--- config.mk ---
export PLATFORM = sky130hd
export DESIGN_NAME = spbm_ctrl
export DESIGN_NICKNAME = d
export VERILOG_FILES = /design/src/hw/rtl/spbm_pkg.sv /design/src/hw/rtl/spbm_ctrl.sv
export SDC_FILE = /design/constraint.sdc
export NUM_CORES = 1
export LEC_CHECK = 0
export ABC_AREA = 1
export BUFFER_PORTS_ARGS = -buffer_cell sky130_fd_sc_hd__buf_4
export CORE_AREA = 5 5 67 54
export DETAILED_ROUTE_END_ITERATION = 8
export DIE_AREA = 0 0 72 59
export GPL_TIMING_DRIVEN = 0
export PLACE_DENSITY_LB_ADDON = 0.08
export SYNTH_ARGS = -nofsm -noshare
export SYNTH_HDL_FRONTEND = slang
export SYNTH_SLANG_ARGS = --single-unit
--- constraint.sdc ---
create_clock -name clk -period 3.7 [get_ports clk]
set_input_delay 0.185 -clock clk [delete_from_list [all_inputs] [get_ports clk]]
set_output_delay 0.185 -clock clk [all_outputs]
set_load 0.02 [all_outputs]
--- src/hw/rtl/spbm_pkg.sv ---
`default_nettype none

package spbm_pkg;

    // Item kind carried in tuser
    typedef enum logic [1:0] {
        FUNC_NEXT    = 2'd0,
        FUNC_FIRST   = 2'd1,
        FUNC_NEW_SET = 2'd2,
        FUNC_APPEND  = 2'd3
    } func_t;

    // Configuration register indexes
    localparam logic [1:0] CFG_ANGLE_START = 2'd0;
    localparam logic [1:0] CFG_ANGLE_STEP  = 2'd1;
    localparam logic [1:0] CFG_MAX_BOXES   = 2'd2;

    localparam logic [5:0]  MAX_BOXES_RESET = 6'd20;
    localparam logic [31:0] TWO_PI_Q29      = 32'd3373259426;
    localparam logic [30:0] Q30_ONE         = 31'h4000_0000;

    typedef enum logic [2:0] {
        ST_IDLE,
        ST_BOX,
        ST_MATH,
        ST_SCAN,
        ST_LOAD
    } state_t;

    // Micro-op kinds of the shared multiply sequence
    typedef enum logic [3:0] {
        UOP_ANGLE,
        UOP_RAD,
        UOP_SQ,
        UOP_DIVM,
        UOP_DIVC,
        UOP_MULP,
        UOP_SIN,
        UOP_SCX,
        UOP_SCY
    } uop_kind_t;

    // Constant divisors of the Taylor series
    typedef enum logic [2:0] {
        DIV_72,
        DIV_42,
        DIV_20,
        DIV_6,
        DIV_56,
        DIV_30,
        DIV_12,
        DIV_2
    } div_sel_t;

    typedef struct packed {
        uop_kind_t kind;
        div_sel_t  dsel;
    } uop_t;

    localparam logic [4:0] UOP_LAST = 5'd27;

    typedef struct packed {
        logic capture;
        logic box_wr;
        logic mul_en;
        logic wb_en;
        uop_t uop;
        logic scan_start;
        logic scan_step;
        logic out_load;
    } ctrl_cmd_t;

    typedef struct packed {
        logic scan_done;
        logic out_free;
    } dp_status_t;

    // Divisor value
    function automatic logic [6:0] div_value(div_sel_t d);
        logic [6:0] v;
        case (d)
            DIV_72:  v = 7'd72;
            DIV_42:  v = 7'd42;
            DIV_20:  v = 7'd20;
            DIV_6:   v = 7'd6;
            DIV_56:  v = 7'd56;
            DIV_30:  v = 7'd30;
            DIV_12:  v = 7'd12;
            DIV_2:   v = 7'd2;
            default: v = 7'd2;
        endcase
        return v;
    endfunction

    // floor(2^32 / divisor); quotient estimate is exact or one low
    function automatic logic [31:0] div_recip(div_sel_t d);
        logic [31:0] v;
        case (d)
            DIV_72:  v = 32'd59652323;
            DIV_42:  v = 32'd102261126;
            DIV_20:  v = 32'd214748364;
            DIV_6:   v = 32'd715827882;
            DIV_56:  v = 32'd76695844;
            DIV_30:  v = 32'd143165576;
            DIV_12:  v = 32'd357913941;
            DIV_2:   v = 32'd2147483648;
            default: v = 32'd2147483648;
        endcase
        return v;
    endfunction

    // Micro-program: angle, radians, square, sine series, cosine series, scaling
    function automatic uop_t uop_at(logic [4:0] step);
        uop_t u;
        case (step)
            5'd0:    u = '{UOP_ANGLE, DIV_72};
            5'd1:    u = '{UOP_RAD,   DIV_72};
            5'd2:    u = '{UOP_SQ,    DIV_72};
            5'd3:    u = '{UOP_DIVM,  DIV_72};
            5'd4:    u = '{UOP_DIVC,  DIV_72};
            5'd5:    u = '{UOP_MULP,  DIV_42};
            5'd6:    u = '{UOP_DIVM,  DIV_42};
            5'd7:    u = '{UOP_DIVC,  DIV_42};
            5'd8:    u = '{UOP_MULP,  DIV_20};
            5'd9:    u = '{UOP_DIVM,  DIV_20};
            5'd10:   u = '{UOP_DIVC,  DIV_20};
            5'd11:   u = '{UOP_MULP,  DIV_6};
            5'd12:   u = '{UOP_DIVM,  DIV_6};
            5'd13:   u = '{UOP_DIVC,  DIV_6};
            5'd14:   u = '{UOP_SIN,   DIV_56};
            5'd15:   u = '{UOP_DIVM,  DIV_56};
            5'd16:   u = '{UOP_DIVC,  DIV_56};
            5'd17:   u = '{UOP_MULP,  DIV_30};
            5'd18:   u = '{UOP_DIVM,  DIV_30};
            5'd19:   u = '{UOP_DIVC,  DIV_30};
            5'd20:   u = '{UOP_MULP,  DIV_12};
            5'd21:   u = '{UOP_DIVM,  DIV_12};
            5'd22:   u = '{UOP_DIVC,  DIV_12};
            5'd23:   u = '{UOP_MULP,  DIV_2};
            5'd24:   u = '{UOP_DIVM,  DIV_2};
            5'd25:   u = '{UOP_DIVC,  DIV_2};
            5'd26:   u = '{UOP_SCX,   DIV_2};
            5'd27:   u = '{UOP_SCY,   DIV_2};
            default: u = '{UOP_SCY,   DIV_2};
        endcase
        return u;
    endfunction

endpackage

`default_nettype wire

--- src/hw/rtl/spbm_ctrl.sv ---
`default_nettype none

module spbm_ctrl
    import spbm_pkg::*;
(
    input  wire logic       clk,
    input  wire logic       rst_n,
    input  wire logic       in_valid,
    input  wire logic [1:0] in_func,
    output logic            in_ready,
    input  wire dp_status_t status,
    output ctrl_cmd_t       cmd
);

    state_t     state_reg, state_next;
    logic [4:0] step_reg, step_next;
    logic       phase_reg, phase_next;

    // State register
    always_ff @(posedge clk or negedge rst_n)
    begin
        if (!rst_n)
        begin
            state_reg <= ST_IDLE;
            step_reg  <= '0;
            phase_reg <= 1'b0;
        end
        else
        begin
            state_reg <= state_next;
            step_reg  <= step_next;
            phase_reg <= phase_next;
        end
    end

    // Next state and commands
    always_comb
    begin
        state_next     = state_reg;
        step_next      = step_reg;
        phase_next     = phase_reg;
        in_ready       = 1'b0;
        cmd            = '0;
        cmd.uop        = uop_at(step_reg);
        case (state_reg)
            ST_IDLE:
            begin
                in_ready = 1'b1;
                if (in_valid)
                begin
                    cmd.capture = 1'b1;
                    step_next   = '0;
                    phase_next  = 1'b0;
                    if (func_t'(in_func) inside {FUNC_NEW_SET, FUNC_APPEND})
                        state_next = ST_BOX;
                    else
                        state_next = ST_MATH;
                end
            end
            ST_BOX:
            begin
                cmd.box_wr = 1'b1;
                state_next = ST_IDLE;
            end
            ST_MATH:
            begin
                if (!phase_reg)
                begin
                    cmd.mul_en = 1'b1;
                    phase_next = 1'b1;
                end
                else
                begin
                    cmd.wb_en  = 1'b1;
                    phase_next = 1'b0;
                    if (step_reg == UOP_LAST)
                    begin
                        cmd.scan_start = 1'b1;
                        state_next     = ST_SCAN;
                    end
                    else
                        step_next = step_reg + 5'd1;
                end
            end
            ST_SCAN:
            begin
                cmd.scan_step = 1'b1;
                if (status.scan_done)
                    state_next = ST_LOAD;
            end
            ST_LOAD:
            begin
                if (status.out_free)
                begin
                    cmd.out_load = 1'b1;
                    state_next   = ST_IDLE;
                end
            end
            default:
                state_next = ST_IDLE;
        endcase
    end

endmodule

`default_nettype wire

Word-level counts from Yosys, hierarchy flattened
Memories as Yosys holds them, arrays and structs flattened.
Index checks and enable logic that the tools add are counted.
{ "word_totals": {"register_bits": 9, "mem_bits_ro": 224, "in_bits": 7, "n_memories": 1} }
{ "memory_table": {"columns": ["memory", "depth", "word_bits", "rd", "rd_ports_with_merged_regs", "wr", "line_no", "text"], "rows": [
  ["(no name shown)", 32, 7, 1, 0, 0, "spbm_pkg.sv:115", "case (step)"]
]} }
{ "classes": {"addsub": 1, "n_eq_ne": 13, "n_mux": 26, "n_reduce_logical": 6} }
{ "op_table": {"columns": ["operator", "count"], "rows": [
  ["2-to-1 mux 3 bit", 5],
  ["2-to-1 mux 5 bit", 3],
  ["2-to-1 mux 1 bit", 13],
  ["inequality test 2 bit (second input constant)", 6],
  ["one-hot mux 3 bit (4 select lines)", 1],
  ["one-hot mux 5 bit (2 select lines)", 1],
  ["== test 3 x 2 -> 1 bit (second input constant)", 2],
  ["adder 5 x 1 -> 5 bit (second input constant)", 1],
  ["== test 5 bit (second input constant)", 1],
  ["AND reduction 5 bit", 1],
  ["== test 2 bit (second input constant)", 2],
  ["2-to-1 mux 2 bit", 2],
  ["AND reduction 4 bit", 1],
  ["nonzero test 2 bit", 2],
  ["== test 3 x 1 -> 1 bit (second input constant)", 1],
  ["== test 3 bit (second input constant)", 1],
  ["logical NOT 3 bit", 1],
  ["one-hot mux 1 bit (2 select lines)", 1],
  ["AND reduction 2 bit", 1]
]} }

Logic depth before layout (Yosys ltp)
Gate-level depths: netlist of run 1.
{ "depth": {"word_depth": 5, "depth_mapped": 9} }

Worst setup path before layout of run 1
OpenSTA, ideal clock, no wires.
{ "synth_timing": {"path_kind": "flip-flop to output port", "from": "register step_reg[0]", "to": "output port cmd[6] (netlist name)", "arrival_time_ps": 1597, "slack_ps": 1918, "path_stages_with_launch": 9, "cell_sequence": "dfrtp_1 inv_1 ha_1 inv_1 nand2_1 o21ai_0 nand2_1 o21ai_0 o21ai_0"} }
{ "synth_lines": {"columns": ["item", "line_no", "text"], "rows": [
  ["start: declaration", "spbm_ctrl.sv:16", "logic [4:0] step_reg, step_next;"],
  ["start signal: assignment", "spbm_ctrl.sv:31", "step_reg <= step_next;"],
  ["end: declaration", "spbm_ctrl.sv:12", "output ctrl_cmd_t cmd"]
]} }

==> results.txt, run 1 <==
The maximum clock insertion buffer count is 2. The core region is 2850 um2. The netlist area before placement came out at 951 um2.

The cell depth of the worst min-delay path is 4. The share of total power consumed by net switching came out at 0.499. After layout, the design draws a total of approximately 770 uW. The clock-pin transition on the worst setup and hold timing paths is ~0.040 ns. The worst hold path belongs to the class in2reg.

The count of cell types in the netlist is 27. The register with the most flip-flops in the layout has 5 of them. The switching power total is 386 uW.

The sequential share of power is 0.209. For hold timing, the worst endpoint is state_reg[0]. The share of cell area taken by muxes after synthesis came out at 0. After detailed routing, the average wire length per cell comes to approximately 11 um. The critical path is of the reg2out type. The top cell types in the final layout, fill and taps aside, are 41 x nand2_1, 22 x buf_4, 18 x inv_1. The global-route track usage on met3 came out at 0.0373. The relative slew slack came out at 0.828. Based on the critical path, the design can be clocked at up to approximately 490 MHz. The CTS tree is done. The worst-case setup slack after placement is 1.89 ns.

The dominant combinational cell family by area after synthesis is simple AND/OR/NAND/NOR gates. In this run the tool buffered the top-level ports with 20 buffer cells. Of the total synthesized cell area, the portion taken by XOR and XNOR cells is 0.0184. The internal power of the cells is between 300 and 400 uW. Counting every net in the synthesized netlist gives 161. Of the synthesized area, sequential elements account for 0.237. The count of unresolved DRC violations after routing came out at 0. The via count of the routed design came out at approximately 1000. The number of pins exceeding their max-slew limit in the final report came to 0. The wire length of the first global-routing pass is 3990 um. The slew at the pin closest to its max-slew limit is 0.258 ns. Counting the buffers created by CTS gives 3. The starting density of the core came out at 0.334. The combinational power share is 0.641. The category of the worst setup path launch point is a flip-flop. The highest net fanout along the worst path is 7. The worst setup path is captured at a primary output. The number of hold-slack violations in the final timing report came out at 0. Of the total synthesized cell area, the portion taken by AND, OR, NAND and NOR gates is 0.395. The startpoint identified for the worst hold timing path is status[1]. The worst hold slack after final layout came out at 0.231 ns.

Across all setup checks in the final design, the least slack found is 1.65 ns. The run finished with clean final reports. The number of diodes added for antenna fixing is 0. The number of standard-cell rows in the floorplan came out at 17. The number of synthesis warnings is 0. The post-synthesis compound-gate area fraction is 0.130. The clock tree skew after final layout came out at 0.00629 ns. The worst IR drop on VDD came out at ~0.35 mV.

The static leakage power came out at between 0.6 and 0.7 nW. The detailed router finished its first iteration with 49 violations. The signed area change from the synthesized netlist to the final layout came out at 26.6%. The floorplan step defined a die boundary enclosing approximately 4200 um2. The depth of the worst register-to-register path came out at 6. The post-synthesis register bit count is 9. Entering global routing, the biggest net connects 11 pins. The met2 layer usage reported by global route is 0.168. The required time of the critical path is 3.51 ns. In this run the count of I/O pins placed on the die edge is 22. The layout has 310 filler cells. The wire length after detailed routing is about 2400 um. The ratio of total power to cell area is 642 nW/um2. The final period demand of the worst path came out at ~2.0 ns. The met1 usage in global routing came out at 0.172. The relative contribution of the clock network to total power came out at 0.150.

The number of nets in the final layout came out at ~190. The post-route clock period utilization is 0.554. The clock net sink count is 9. The congestion estimate from routability-driven global placement came to ~0.83. In this run the most used layer during global routing was met1. The number of cells upsized or downsized after cts is 0. The count of mapped cells out of synthesis came out at 147. The detailed-route vias per instance came out at between 4 and 5. The clock latency at the later pin of the worst-skew pair is 0.23 ns. The total track usage is 0.118.

The number of global-route vias before repair is 843. The most common library cell in the layout ignoring fill and taps is nand2_1. The endpoint identified for the worst register-to-register timing path is step_reg[2].

The number of antenna violations at the first check in global routing is 0. The count of endpoints failing setup in the final report is 0. The leftover overflow at the end of global routing came out at 0.

The final total negative setup slack came out at 0 ns. The detailed placement HPWL is between 1500 and 2000 um. In the final layout, the share of cells above drive strength 1 is 0.244.

The count of max-cap constraint violations came out at 0. The detailed-routing iteration count for the pre-antenna-repair pass is 4. The cell at the root of the clock tree is clkbuf_8. The setup slack of the most critical reg-to-reg path is 2.21 ns. The remaining antenna violation count after routing is 0. The total placed instance area is 1150 um2. The floorplan die height is 59 um.

In this run the mean area of a mapped cell was 6.47 um2. The post-route standard cell area excluding fillers came out at approximately 1200 um2. Setup repair after global routing left no endpoint under its margin. The arrival time at the worst endpoint came out at ~1.9 ns. The number of levels in the clock H-tree is 1. The critical register-to-register path startpoint is step_reg[1]. Of the total synthesized cell area, the portion taken by full adders, half adders and majority gates is 0.0921. Measured along the x axis, the die boundary spans slightly above 70 um.
[power groups by stage]
stage / sequential (mW) / clock (mW) / combinational [mW]
floorplan: 0.154 / 0 / 0.370
global placement: 0.163 / 0 / 0.498
detailed placement: 0.163 / 0 / 0.498
CTS: 0.162 / 0.119 / 0.500
global route: 0.168 / 0.125 / 0.554
finish: 0.162 / 0.116 / 0.495
[synth_stat cells (all sizes together)]
cell | number | area (um2)
nand4 | 1 | 6.26
nand3b | 1 | 7.51
ha | 7 | 87.6
buf | 7 | 46.3
or2 | 1 | 6.26
inv | 20 | 75.1
o211ai | 1 | 7.51
xor2 | 2 | 17.5
a31oi | 1 | 6.26
nand2 | 45 | 179
o31ai | 1 | 7.51
nand3 | 13 | 70.1
nor3 | 3 | 15.0
a21oi | 5 | 25.0
nor2 | 14 | 85.1
nor4 | 1 | 6.26
o21bai | 1 | 7.51
o21ai | 14 | 70.1
dfrtp | 9 | 225
[cell families (layout without fill, tap and decap cells)]
family	Yosys count	in the layout
and+or+nand+nor	79	79
DFF	9	9
adders and majority gates	7	7
xor gates and xnor gates	2	2
buffers and inverters	27	52
AOI/OAI and AO/OA	23	23
[worst max-delay path by stage]
stage | start | endpoint | slack (ns) | depth (start not counted)
5_1_grt | step_reg[1] | cmd[8] | 1.53 | 9
4_1_cts | step_reg[1] | cmd[6] | 1.64 | 9
3_5_place_dp | step_reg[1] | cmd[6] | 1.89 | 9
6_report | step_reg[1] | cmd[6] | 1.65 | 9
2_1_floorplan | step_reg[0] | cmd[6] | 1.92 | 8
3_3_place_gp | step_reg[1] | cmd[6] | 1.87 | 9
[what timing repair did]
| item | in CTS | in global routing |
|---|---|---|
| hold buffers | 1 | 0 |
| endpoints found under the hold margin | 9 | 0 |
| setup buffers | 0 | 0 |
[critical path, cell delays in order (launching register included)]
cell and delay [ns]:
dfrtp_1 0.48, inv_1 0.17, ha_1 0.33, inv_1 0.06, nand2_1 0.07, o21ai_0 0.08, nand2_1 0.06, o21ai_0 0.09
o21ai_0 0.15, buf_4 0.16
[area by class of cell]
cell class / instances / area (um2) / area share
Timing Repair Buffer: 21 / 160 / 0.133
Buffer: 7 / 46.3 / 0.0385
Tap cell: 38 / 47.5 / 0.0395
Sequential cell: 9 / 225 / 0.187
Clock buffer: 4 / 45.0 / 0.0374
Inverter: 20 / 75.1 / 0.0624
Multi-Input combinational cell: 111 / 604 / 0.502
[stage by stage]
stage	std cells	utilization
finish	210	0.422
global route	210	0.422
CTS	210	0.422
detailed placement	205	0.403
global placement	205	0.403
floorplan	147	-
[metal layers]
| layer | share of wire | vias to the layer above |
|---|---|---|
| met5 | 0 | - |
| met2 | 0.42 | 20 |
| met1 | 0.52 | 452 |
| met3 | 0.051 | 2 |
| met4 | 0.0034 | 0 |
| li1 | - | 515 |
Note: power is estimated with default switching activity, not from simulation.
==> run 2: changes to the inputs <==
Settings changed: ABC_AREA 1 to 0, CORE_AREA 5 5 67 54 to 5 5 63 51, DIE_AREA 0 0 72 59 to 0 0 68 56.
Clock period 3.7 ns to 2 ns, I/O delays scaled along.
==> run 2 against run 1 <==
Effect of this change:
- utilization rose by 4.4 points
- cell count fell by 20%
- wire length fell by 8.1%
- count of clock-buffer cells in the layout fell by 1
- register-to-register slack got worse by 2.1 ns
- synthesized cell count fell by 30%
- clock skew barely moved
- sequential share of layout area rose by 0.82 points
- global-route usage rose by 0.92 points
- largest cell class unchanged
- highest routed layer is now met3
==> results.txt, run 2 <==
The flow ran to the end, and the final reports show no timing, DRC or antenna violations. The final instance count without filler cells came to 169 (-20%). Setup repair after global routing left no endpoint under its margin. The final period demand of the worst path came out at between 1.5 and 2 ns. The count of cell types in the netlist is 38 (+41%). The final total negative setup slack is 0 ns (unchanged). The largest net degree at the start of global routing is 11 (unchanged). For this run, the leading register cell type out of synthesis is dfrtp_1. The post-route standard cell area excluding fillers is 1170 um2 (-3.1%). The synthesized area per cell is 8.24 um2 (+27%). The total nets after synthesis is 117 (-27%).

Based on the critical path, the design can be clocked at up to 525 MHz. The leftover overflow at the end of global routing came out at 0 (unchanged). The number of buffer cells added on primary ports came out at 20 (unchanged).

The total placed instance area came out at 1040 um2 (-9.2%). The post-synthesis register bit count came out at 9 (unchanged). The slew at the pin closest to its max-slew limit was 0.444 ns (+0.185 ns). The worst setup path is captured at a primary output.

The signal on the critical path passes through inv_2 > ha_1 > inv_1 > mux4_2 > nor2_2 > a21oi_1 > buf_4. The cell count after placement came out at 159 (-22%). The number of placed I/O pins came out at 22 (unchanged). The worst IR drop on VDD was 0.720 mV (+100%). The wire length of the first global-routing pass is 3740 um (-6.2%). The number of synthesis warnings came out at 0 (unchanged). The signed area change from the synthesized netlist to the final layout came out at 37.5%. The count of endpoints failing setup in the final report is 0 (unchanged).

The worst-case setup slack after placement came out at -0.00243 ns (-1.89 ns). The highest net fanout along the worst path came out at 4 (-3). The area of the die came out at 3810 um2 (-10%). The relative contribution of the clock network to total power came to 0.070 (-0.080). The dominant cell type by area after synthesis is dfrtp_1. The switching power total came out at 955 uW (+150%). The count of mapped cells out of synthesis is 103 (-30%). The placer's final routability congestion estimate came out at 0.797 (-4.4%). The number of flip-flops under the largest register name is 5 (unchanged). The top cell types in the final layout, fill and taps aside, are 25 x buf_4, 11 x nand2_1, 10 x o21ai_0.

The detailed-route vias per instance is 4.79 (+1.6%). The detailed-routing iteration count for the pre-antenna-repair pass is 4 (unchanged). The post-route clock period utilization is 0.953. By count the netlist is led by 11 x nand2_1, 11 x nor2_1, 10 x o21ai_0. The number of diodes added for antenna fixing is 0 (unchanged). The library cell used most frequently in the layout, excluding fill and tap cells, is buf_4. The category of the worst setup path launch point is a flip-flop. The fraction of synthesized cell area taken by the top area cell type came to 0.265 (+0.0286). The combinational power share is 0.760 (+0.119). The number of buffers created by CTS is 3 (unchanged). The relative slew slack was 0.704 (-0.124). The clock-pin transition on the worst setup and hold timing paths was 0.06 ns (+0.02 ns). The number of levels in the clock H-tree is 1 (unchanged). The starting density of the core came out at 0.339 (+0.00537). The maximum clock insertion buffer count came out at 2 (unchanged). The delay of the slowest cell on the worst path is 0.47 ns (about the same).

The async set or reset register ratio after synthesis came out at 1.00 (unchanged). The wire length after detailed routing is 2160 um (-8.1%). By area the synthesized netlist is led by dfrtp_1 27%, ha_1 10%, mux2i_1 5.9%. TritonCTS built the clock tree. The share of post-route cells with drive strength above 1 came out at 0.368 (+0.124).

The iteration-0 DRC count of the detailed router is 58 (+18%). The number of hold-slack violations in the final timing report came to 0 (unchanged). The worst setup path is of the reg2out kind. The number of antenna violations at the first check in global routing came to 0 (unchanged).

The critical register-to-register path startpoint is step_reg[0]. The arrival time at the worst endpoint was 1.81 ns (-0.05 ns). The total track usage came out at 0.127 (+0.00918).

The number of global-route vias before repair came to 752 (-11%). The count of max-cap constraint violations came to 0 (unchanged). The ratio of total power to cell area is 1700 nW/um2 (+160%).

The final worst setup slack was 0.0948 ns (-1.56 ns). The tree is rooted in a clkbuf_4. The count of flip-flops with a built-in enable after synthesis came out at 0 (unchanged). The floorplan die height came out at 56 um (-5.1%). The slowest stage of the critical path is the mux4_2 cell. The via count of the routed design came to 809 (-18%).

The remaining antenna violation count after routing came to 0 (unchanged). The netlist area before placement is 848 um2 (-11%). The internal power of the cells is 1.03 mW (+170%). The number of nets in the final layout is 148 (-21%). The clock tree skew after final layout came out at 0.00642 ns (+0.000133 ns).

The hold path startpoint is status[0]. Tracing the worst setup path back leads to its startpoint at step_reg[1]. The static leakage power came to 0.561 nW (-12%). The routed wire length per instance was 12.8 um (+14%). The clock net sink count is 9 (unchanged). The detailed placement HPWL is 1680 um (-8.8%). In this run the worst hold path is classified as in2reg. The sequential share of power came out at 0.170 (-0.039).

The filler cell count is 273 (-12%). The core area came out at 2500 um2 (-12%). The required time of the critical path is 1.90 ns (-1.61 ns). The chip width is 68 um (-5.6%). The count of unresolved DRC violations after routing is 0 (unchanged).

The share of the yosys chip area belonging to registers is 0.265 (+0.0286). The number of pins exceeding their max-slew limit in the final report came out at 0 (unchanged). The clock latency at the later pin of the worst-skew pair came out at 0.26 ns (+0.03 ns). The share of total power consumed by net switching is 0.482 (-0.0174). The number of standard-cell rows in the floorplan is 16 (-1).
==> run 2: logic make-up (layout without fill, tap and decap cells) <==
family | after synthesis | in the layout | synth area share
AO/OA/AOI/OAI | 28 | 28 | 0.220
XOR/XNOR | 1 | 1 | 0.0103
adder cells (fa/ha/maj) | 7 | 7 | 0.103
buffers and inverters | 14 | 44 | 0.0678
flip-flops | 9 | 9 | 0.265
multiplexers | 7 | 7 | 0.117
AND/OR/NAND/NOR | 37 | 37 | 0.217
==> run 2: stage by stage <==
step | power, mW | hold slack (ns) | utilization
6_report | 1.98 | 0.0357 | 0.466
5_1_grt | 2.16 | 0.0380 | 0.466
3_5_place_dp | 1.67 | -0.0678 | 0.417
3_3_place_gp | 1.67 | -0.0671 | 0.417
2_1_floorplan | 1.25 | -0.196 | -
4_1_cts | 1.91 | 0.0368 | 0.448
==> run 2: path summary, 6_finish.rpt <==
kind | slack (ns) | end | cells past startpoint
max in group asynchronous | 1.65 | step_reg[1] | 2
min in group asynchronous | 0.20 | step_reg[2] | 2
max | 0.09 | cmd[7] | 7
min | 0.04 | state_reg[2] | 2
max reg2reg | 0.11 | step_reg[3] | 6
min reg2reg | 0.54 | phase_reg | 1
==> run 2: layout make-up <==
cell class | instances | area [um2] | share of cell area
multi-input cells | 80 | 599 | 0.514
clock buffers | 3 | 22.5 | 0.0193
well taps | 36 | 45.0 | 0.0386
flip-flops and latches | 9 | 228 | 0.195
repair buffers | 26 | 201 | 0.173
plain buffers | 6 | 30.0 | 0.0258
clock inverters | 1 | 5.00 | 0.00429
inverters | 8 | 35.0 | 0.0300
==> run 2: per-layer routing <==
layer,track usage,vias up,part of all wire,wire length (um)
met1,0.200,374,0.55,1180
met2,0.162,11,0.40,872
met5,0,-,0,0
met3,0.0485,0,0.050,109
li1,-,424,-,-
met4,0.0170,0,0,0
==> run 2: power groups by stage <==
| stage | clock network (mW) | logic [mW] | registers [mW] |
|---|---|---|---|
| final | 0.140 | 1.51 | 0.337 |
| after global routing | 0.157 | 1.66 | 0.349 |
| after CTS | 0.145 | 1.44 | 0.326 |
| after detailed placement | 0 | 1.32 | 0.351 |
| after global placement | 0 | 1.32 | 0.350 |
| after floorplan | 0 | 0.930 | 0.321 |
==> run 2: worst max-delay path: cells and delay by family, from the launching register on <==
family	cells	cell delay, ns
buffers and inverters	3	0.32
muxes	1	0.47
AOI/OAI and AO/OA	1	0.04
adders and majority gates	1	0.18
and+or+nand+nor	1	0.11
DFF	1	0.42
==> run 2: timing repair <==
item,4_1_cts,5_1_grt
endpoints found under the hold margin,9,0
buffers inserted,3,2
pin swaps,1,2
hold buffers,1,0
resized for setup,6,15
setup endpoints to repair,2,5
